**config.mk**
```make
export PLATFORM = sky130hd
export DESIGN_NAME = sit_ctrl
export DESIGN_NICKNAME = d
export VERILOG_FILES = /design/src/sv/sit_pkg.sv /design/src/sv/sit_ctrl.sv
export SDC_FILE = /design/constraint.sdc
export NUM_CORES = 1
export LEC_CHECK = 0
export BUFFER_PORTS_ARGS = -buffer_cell sky130_fd_sc_hd__buf_2
export CORE_MARGIN = 4
export CORE_UTILIZATION = 50
export DETAILED_ROUTE_END_ITERATION = 12
export PLACE_DENSITY = 0.8
export SLEW_MARGIN = 10
export SYNTH_ARGS = -nofsm -noshare
export SYNTH_HDL_FRONTEND = slang
export SYNTH_SLANG_ARGS = --single-unit
export TNS_END_PERCENT = 20
```
**constraint.sdc**
```tcl
create_clock -name clk -period 3.9 [get_ports clk]
set_input_delay 0.585 -clock clk [delete_from_list [all_inputs] [get_ports clk]]
set_output_delay 0.585 -clock clk [all_outputs]
set_load 0.005 [all_outputs]
```
**src/sv/sit_pkg.sv**
```systemverilog
`timescale 1ns / 1ps
package sit_pkg;

	localparam int CAPACITY_DEF    = 256;
	localparam int VALUE_WIDTH_DEF = 32;

	// fixed field widths of the stream payload
	localparam int CMD_W   = 2;
	localparam int VAL_W   = 32;
	localparam int INDEX_W = 9;
	localparam int POS_W   = 9;
	localparam int COUNT_W = 9;
	localparam int STAT_W  = 2;

	localparam logic [CMD_W-1:0] CMD_ADD    = 2'd0;
	localparam logic [CMD_W-1:0] CMD_FIND   = 2'd1;
	localparam logic [CMD_W-1:0] CMD_REMOVE = 2'd2;
	localparam logic [CMD_W-1:0] CMD_INSERT = 2'd3;

	localparam logic [STAT_W-1:0] ST_OK    = 2'd0;
	localparam logic [STAT_W-1:0] ST_FULL  = 2'd1;
	localparam logic [STAT_W-1:0] ST_RANGE = 2'd2;

	// datapath micro-operations issued by the controller
	localparam int UOP_W = 5;
	localparam logic [UOP_W-1:0] UOP_NOP        = 5'd0;
	localparam logic [UOP_W-1:0] UOP_LOAD       = 5'd1;
	localparam logic [UOP_W-1:0] UOP_SET_FULL   = 5'd2;
	localparam logic [UOP_W-1:0] UOP_SET_RANGE  = 5'd3;
	localparam logic [UOP_W-1:0] UOP_APPEND     = 5'd4;
	localparam logic [UOP_W-1:0] UOP_INIT_LH    = 5'd5;
	localparam logic [UOP_W-1:0] UOP_INIT_LS    = 5'd6;
	localparam logic [UOP_W-1:0] UOP_RD_IDX     = 5'd7;
	localparam logic [UOP_W-1:0] UOP_INS_INIT   = 5'd8;
	localparam logic [UOP_W-1:0] UOP_RD_MID     = 5'd9;
	localparam logic [UOP_W-1:0] UOP_RD_L       = 5'd10;
	localparam logic [UOP_W-1:0] UOP_POS_L      = 5'd11;
	localparam logic [UOP_W-1:0] UOP_ADD_STEP   = 5'd12;
	localparam logic [UOP_W-1:0] UOP_ADD_LAST   = 5'd13;
	localparam logic [UOP_W-1:0] UOP_RD_PTRM1   = 5'd14;
	localparam logic [UOP_W-1:0] UOP_WR_PTR     = 5'd15;
	localparam logic [UOP_W-1:0] UOP_WR_POS     = 5'd16;
	localparam logic [UOP_W-1:0] UOP_FIND_STEP  = 5'd17;
	localparam logic [UOP_W-1:0] UOP_RD_PTR     = 5'd18;
	localparam logic [UOP_W-1:0] UOP_LS_STEP    = 5'd19;
	localparam logic [UOP_W-1:0] UOP_RM_CAP     = 5'd20;
	localparam logic [UOP_W-1:0] UOP_RD_PTRP1   = 5'd21;
	localparam logic [UOP_W-1:0] UOP_WR_PTR_INC = 5'd22;
	localparam logic [UOP_W-1:0] UOP_DEC        = 5'd23;

	typedef struct packed {
		logic [UOP_W-1:0] uop;
		logic             out_load;
	} sit_cmd_t;

	typedef struct packed {
		logic [CMD_W-1:0] cmd;
		logic             sorted;
		logic             full;
		logic             idx_gt_cnt;
		logic             idx_ge_cnt;
		logic             l_lt_h;
		logic             l_le_h;
		logic             l_lt_cnt;
		logic             ptr_gt_pos;
		logic             ptr_lt_cnt;
		logic             ptr1_lt_cnt;
		logic             leq_dv;
		logic             leq_vd;
		logic             eq;
		logic             out_free;
	} sit_stat_t;

endpackage

```
**src/sv/sit_ctrl.sv**
```systemverilog
`timescale 1ns / 1ps
module sit_ctrl (
	input  logic               clk,
	input  logic               arst_n,
	input  logic               in_valid,
	output logic               in_ready,
	input  sit_pkg::sit_stat_t stat,
	output sit_pkg::sit_cmd_t  cmd
);

	localparam logic [3:0] S_IDLE    = 4'd0;
	localparam logic [3:0] S_DISP    = 4'd1;
	localparam logic [3:0] S_BA      = 4'd2;
	localparam logic [3:0] S_BA_CMP  = 4'd3;
	localparam logic [3:0] S_BA_LAST = 4'd4;
	localparam logic [3:0] S_SH      = 4'd5;
	localparam logic [3:0] S_SH_WR   = 4'd6;
	localparam logic [3:0] S_BF      = 4'd7;
	localparam logic [3:0] S_BF_CMP  = 4'd8;
	localparam logic [3:0] S_LS      = 4'd9;
	localparam logic [3:0] S_LS_CMP  = 4'd10;
	localparam logic [3:0] S_RM_RD   = 4'd11;
	localparam logic [3:0] S_RM      = 4'd12;
	localparam logic [3:0] S_RM_WR   = 4'd13;
	localparam logic [3:0] S_FIN     = 4'd14;

	logic [3:0] state_q, state_d;

	assign in_ready = (state_q == S_IDLE);

	always_comb begin
		state_d      = state_q;
		cmd.uop      = sit_pkg::UOP_NOP;
		cmd.out_load = 1'b0;
		case (state_q)
			S_IDLE: begin
				if (in_valid) begin
					cmd.uop = sit_pkg::UOP_LOAD;
					state_d = S_DISP;
				end
			end
			S_DISP: begin
				case (stat.cmd)
					sit_pkg::CMD_ADD: begin
						if (stat.full) begin
							cmd.uop = sit_pkg::UOP_SET_FULL;
							state_d = S_FIN;
						end else if (stat.sorted) begin
							cmd.uop = sit_pkg::UOP_INIT_LH;
							state_d = S_BA;
						end else begin
							cmd.uop = sit_pkg::UOP_APPEND;
							state_d = S_FIN;
						end
					end
					sit_pkg::CMD_FIND: begin
						if (stat.sorted) begin
							cmd.uop = sit_pkg::UOP_INIT_LH;
							state_d = S_BF;
						end else begin
							cmd.uop = sit_pkg::UOP_INIT_LS;
							state_d = S_LS;
						end
					end
					sit_pkg::CMD_REMOVE: begin
						if (stat.idx_ge_cnt) begin
							cmd.uop = sit_pkg::UOP_SET_RANGE;
							state_d = S_FIN;
						end else begin
							cmd.uop = sit_pkg::UOP_RD_IDX;
							state_d = S_RM_RD;
						end
					end
					default: begin
						if (stat.idx_gt_cnt) begin
							cmd.uop = sit_pkg::UOP_SET_RANGE;
							state_d = S_FIN;
						end else if (stat.full) begin
							cmd.uop = sit_pkg::UOP_SET_FULL;
							state_d = S_FIN;
						end else begin
							cmd.uop = sit_pkg::UOP_INS_INIT;
							state_d = S_SH;
						end
					end
				endcase
			end
			S_BA: begin
				if (stat.l_lt_h) begin
					cmd.uop = sit_pkg::UOP_RD_MID;
					state_d = S_BA_CMP;
				end else if (stat.l_lt_cnt) begin
					cmd.uop = sit_pkg::UOP_RD_L;
					state_d = S_BA_LAST;
				end else begin
					cmd.uop = sit_pkg::UOP_POS_L;
					state_d = S_SH;
				end
			end
			S_BA_CMP: begin
				cmd.uop = sit_pkg::UOP_ADD_STEP;
				state_d = S_BA;
			end
			S_BA_LAST: begin
				cmd.uop = sit_pkg::UOP_ADD_LAST;
				state_d = S_SH;
			end
			S_SH: begin
				if (stat.ptr_gt_pos) begin
					cmd.uop = sit_pkg::UOP_RD_PTRM1;
					state_d = S_SH_WR;
				end else begin
					cmd.uop = sit_pkg::UOP_WR_POS;
					state_d = S_FIN;
				end
			end
			S_SH_WR: begin
				cmd.uop = sit_pkg::UOP_WR_PTR;
				state_d = S_SH;
			end
			S_BF: begin
				if (stat.l_le_h) begin
					cmd.uop = sit_pkg::UOP_RD_MID;
					state_d = S_BF_CMP;
				end else begin
					state_d = S_FIN;
				end
			end
			S_BF_CMP: begin
				cmd.uop = sit_pkg::UOP_FIND_STEP;
				state_d = (stat.leq_dv && stat.leq_vd) ? S_FIN : S_BF;
			end
			S_LS: begin
				if (stat.ptr_lt_cnt) begin
					cmd.uop = sit_pkg::UOP_RD_PTR;
					state_d = S_LS_CMP;
				end else begin
					state_d = S_FIN;
				end
			end
			S_LS_CMP: begin
				cmd.uop = sit_pkg::UOP_LS_STEP;
				state_d = stat.eq ? S_FIN : S_LS;
			end
			S_RM_RD: begin
				cmd.uop = sit_pkg::UOP_RM_CAP;
				state_d = S_RM;
			end
			S_RM: begin
				if (stat.ptr1_lt_cnt) begin
					cmd.uop = sit_pkg::UOP_RD_PTRP1;
					state_d = S_RM_WR;
				end else begin
					cmd.uop = sit_pkg::UOP_DEC;
					state_d = S_FIN;
				end
			end
			S_RM_WR: begin
				cmd.uop = sit_pkg::UOP_WR_PTR_INC;
				state_d = S_RM;
			end
			S_FIN: begin
				if (stat.out_free) begin
					cmd.out_load = 1'b1;
					state_d      = S_IDLE;
				end
			end
			default: state_d = S_IDLE;
		endcase
	end

	always_ff @(posedge clk or negedge arst_n) begin
		if (!arst_n) begin
			state_q <= S_IDLE;
		end else begin
			state_q <= state_d;
		end
	end

endmodule

```
After elaboration in Yosys (flattened, before gate mapping). Cells that the tools add are included.

Input bits: 19. Register bits after elaboration: 4. Output and inout bits: 7.

Reduce and logical (&&, ||, !) cells: 6. Muxes and demuxes: 35. Equality and inequality tests: 18.

Operators with widths (count): 5-bit one-hot mux with 14 select lines (1); 4-bit one-hot mux with 13 select lines (1); 4-bit 2-to-1 mux (12); 4-bit == test (second input constant) (7); 3-bit 2-to-1 mux (7); 4-bit by 3-bit == test with 1-bit output (second input constant) (4); 5-bit one-hot mux with 3 select lines (1); 4-bit one-hot mux with 3 select lines (1); 5-bit 2-to-1 mux (2); 4-bit by 2-bit == test with 1-bit output (second input constant) (2); 2-bit 2-to-1 mux (4); 1-bit 2-to-1 mux (6); 4-bit by 1-bit == test with 1-bit output (second input constant) (1); 4-bit logical NOT (1); 2-bit inequality test (second input constant) (2); 2-bit OR reduction (2); 2-bit by 1-bit == test with 1-bit output (second input constant) (1); 2-bit == test (second input constant) (1); 2-bit logical NOT (1); 2-bit AND reduction (1); 1-bit logical AND (1).

Depth between registers and ports, before layout.
Depth after elaboration: 4. Depth in mapped cells: 6.

Worst setup path before layout. OpenSTA, ideal clock, no wires.

Kind: input to output. From: input port stat[14] (netlist name). To: output port cmd[3] (netlist name). Slack: 1.840 ns. Stages on the path: 5. Arrival time: 1.475 ns. Cell sequence: clkbuf_1 -> or3b_1 -> a31oi_1 -> nor3b_1 -> a21o_1.

RTL lines: from (decl) (line sit_ctrl.sv:7) `input sit_pkg::sit_stat_t stat,`; to (decl) (line sit_ctrl.sv:8) `output sit_pkg::sit_cmd_t cmd`.

==> out/metrics.cfg <==
[yosys]
synth-simple-area-share=0.3498
muxShareOfSynthArea=0
synth_top_family_by_area=compound AO/OA/AOI/OAI gates
synth.net_count=127
synthCells=108
ys_seq_area_frac=0.1365
synthXorXnorAreaFrac=0
ys_warn_count=0
synth_compound_area_frac=0.4164
synth_fa_ha_area_frac=0
synth_cell_types=38
avgSynthCellArea_um2=6.789
synth_seq_cells=4
syn_area_um2=733.2

[global_route]
grt_pass1_wl_mm=3.387
grt_max_degree=25
grt.total_usage=0.2229
antenna_found_initial=0
grt-ovfl-total=0
grt_pass1_vias=770

[power_and_ir_drop]
peakVddDrop_mv=0.4898
comb_power_share=0.637
power_switching_uw=315.9
p_int_uw=305.7
p_leak_nw=0.4041
power.density_nw_per_um2=727.4
seq_power_share=0.274
p_sw_frac=0.5082
totalPowerFinal_uw=621.6
clock_power_share=0.090

[detailed_routing]
wirelength_mm=2.034
wl_per_cell_um=14.22
dr.pass1.iters=4
drtAntennaViolNets=0
vias=892
vias_per_cell=6.238
drt-initial-drc-count=35
drcViolationCount=0

[finish]
drive_gt1_frac=0.2500
top_regs=state_q (4)
largest_reg_flops=4
layout_common_cells=buf_2, nor2_1, nand2_1
largest_register=state_q
final_common_cell=buf_2
fin_nets=149
area_growth_pct=16.55
diodes=0

[floorplanning]
start_util=0.5497
die_w_um=46.30
row_count=13
dieArea_um2=2143
coreArea_um2=1334
die_y_um=46.30
ios=26

[run_status]
outcome=finished clean

[placed_design]
gp_congestion=0.8575
hpwl_mm=1.588
numPortBuffers=25

[setup_path]
crit_fanout=23
worst_ep_arrival_time_ns=2.03
ff2ff_path_depth=4
critPathLaunchType=flop
worstSetupPathType=reg2out
end_kind=primary output
critPathRequiredTime_ns=3.31

[cts]
clk_latency_ns=0.25
tritoncts=built
numCtsBuffers=3
root_buffer=clkbuf_4
cts_max_level=1
hold_buffers=0
post_cts.repair.setup_buffers=0
path_clk_slew_ns=0.04
clock_path_buffers=2
cts_resized=0
cts_sinks=4

[sta]
maxSlewHeadroom=0.5713
period_share=0.6693
grt_setup_unrepaired=false
worst_pin_slew_ns=0.6430
finClkSkew_ns=0.009681
tns_ns=0
slew_viol_final=0
clock.fmax_mhz=383.1
hold_viol_final=0
setup_viol=0
finalCriticalPeriod_ns=2.610

[hold_path]
hold_class=in2async

[flow_run]
maxCapViolCount=0

## logic make-up after synthesis
| logic type | Yosys count |
|---|---|
| DFF | 4 |
| buffers and inverters | 15 |
| and+or+nand+nor | 46 |
| AOI/OAI and AO/OA | 43 |
## cell usage after synthesis
cell | n | area, um^2
inv_1 | 7 | 26.28
dfrtp_1 | 4 | 100.1
nand2_1 | 9 | 33.78
buf_6 | 1 | 11.26
a211oi_1 | 1 | 7.510
a21oi_1 | 8 | 40.04
or3_1 | 2 | 12.51
a311o_1 | 1 | 10.01
o32a_1 | 1 | 10.01
and3b_1 | 3 | 26.28
a21oi_2 | 2 | 17.52
or4b_4 | 1 | 13.76
o221ai_1 | 1 | 8.760
a221o_1 | 1 | 10.01
a221oi_1 | 1 | 8.760
a211o_1 | 3 | 26.28
nand2b_1 | 3 | 18.77
or3b_1 | 2 | 17.52
nor2b_1 | 4 | 25.02
o21a_1 | 4 | 30.03
o21ai_1 | 3 | 15.01
nand3b_1 | 2 | 15.01
o21ai_0 | 5 | 25.02
o211a_1 | 1 | 10.01
nor3_1 | 1 | 5.000
o2111ai_2 | 1 | 15.01
a21o_1 | 2 | 15.01
o311ai_1 | 1 | 8.760
a22oi_1 | 1 | 7.510
nand3_1 | 5 | 25.02
nor2_1 | 12 | 45.04
nand4bb_1 | 1 | 11.26
nor3b_1 | 1 | 7.510
a31oi_1 | 1 | 6.260
buf_2 | 6 | 30.03
clkbuf_1 | 1 | 3.750
o22ai_1 | 3 | 18.77
o211ai_1 | 2 | 15.01
## power by group through the flow
| stage | Clock [mW] | Combinational (mW) | Sequential, mW |
|---|---|---|---|
| after floorplan | 0 | 0.382 | 0.0845 |
| after global placement | 0 | 0.385 | 0.166 |
| after detailed placement | 0 | 0.395 | 0.169 |
| after CTS | 0.0557 | 0.398 | 0.168 |
| after global routing | 0.0622 | 0.452 | 0.184 |
| final | 0.0557 | 0.396 | 0.170 |
## final timing paths
check / from / to / slack (ns)
worst max-delay path: state_q[0] / cmd[1] / 1.29
worst min-delay path: arst_n / state_q[3] / 0.13
worst max register to register: state_q[2] / state_q[1] / 2.04
worst min register to register: state_q[1] / state_q[3] / 0.93
max in group asynchronous: arst_n / state_q[0] / 3.63
min in group clk: stat[12] / state_q[3] / 0.68
## layout make-up
class	instances	area, um^2
well taps	15	18.77
multi-input cells	89	561.8
flip-flops and latches	4	100.1
inverters	7	26.28
repair buffers	25	125.1
clock buffers	3	22.52
fillers	143	479.2
## stage by stage
stage	hold WS (ns)	worst slack [ns]	instances	util	instance area, um^2
finish	0.1338	1.290	143	0.6407	854.6
global route	0.1278	1.130	143	0.6407	854.6
detailed placement	0.3972	1.542	140	0.6238	832.0
global placement	0.3886	1.562	140	0.6238	832.0
CTS	0.1379	1.289	143	0.6407	854.6
floorplan	0.2894	1.840	108	-	733.2
## per-layer routing
metal / GRT usage / routed length (um)
met1: 0.2535 / 817
met4: 0.1420 / 47
met5: 0 / 0
met2: 0.3626 / 1018
met3: 0.05859 / 151
## critical path: stages, from the launching register on
cell       delay [ns]
dfrtp_1          0.73
or4b_4           0.58
a211o_1          0.25
o2111ai_2        0.08
buf_2            0.14
(Power assumes the default switching activity.)
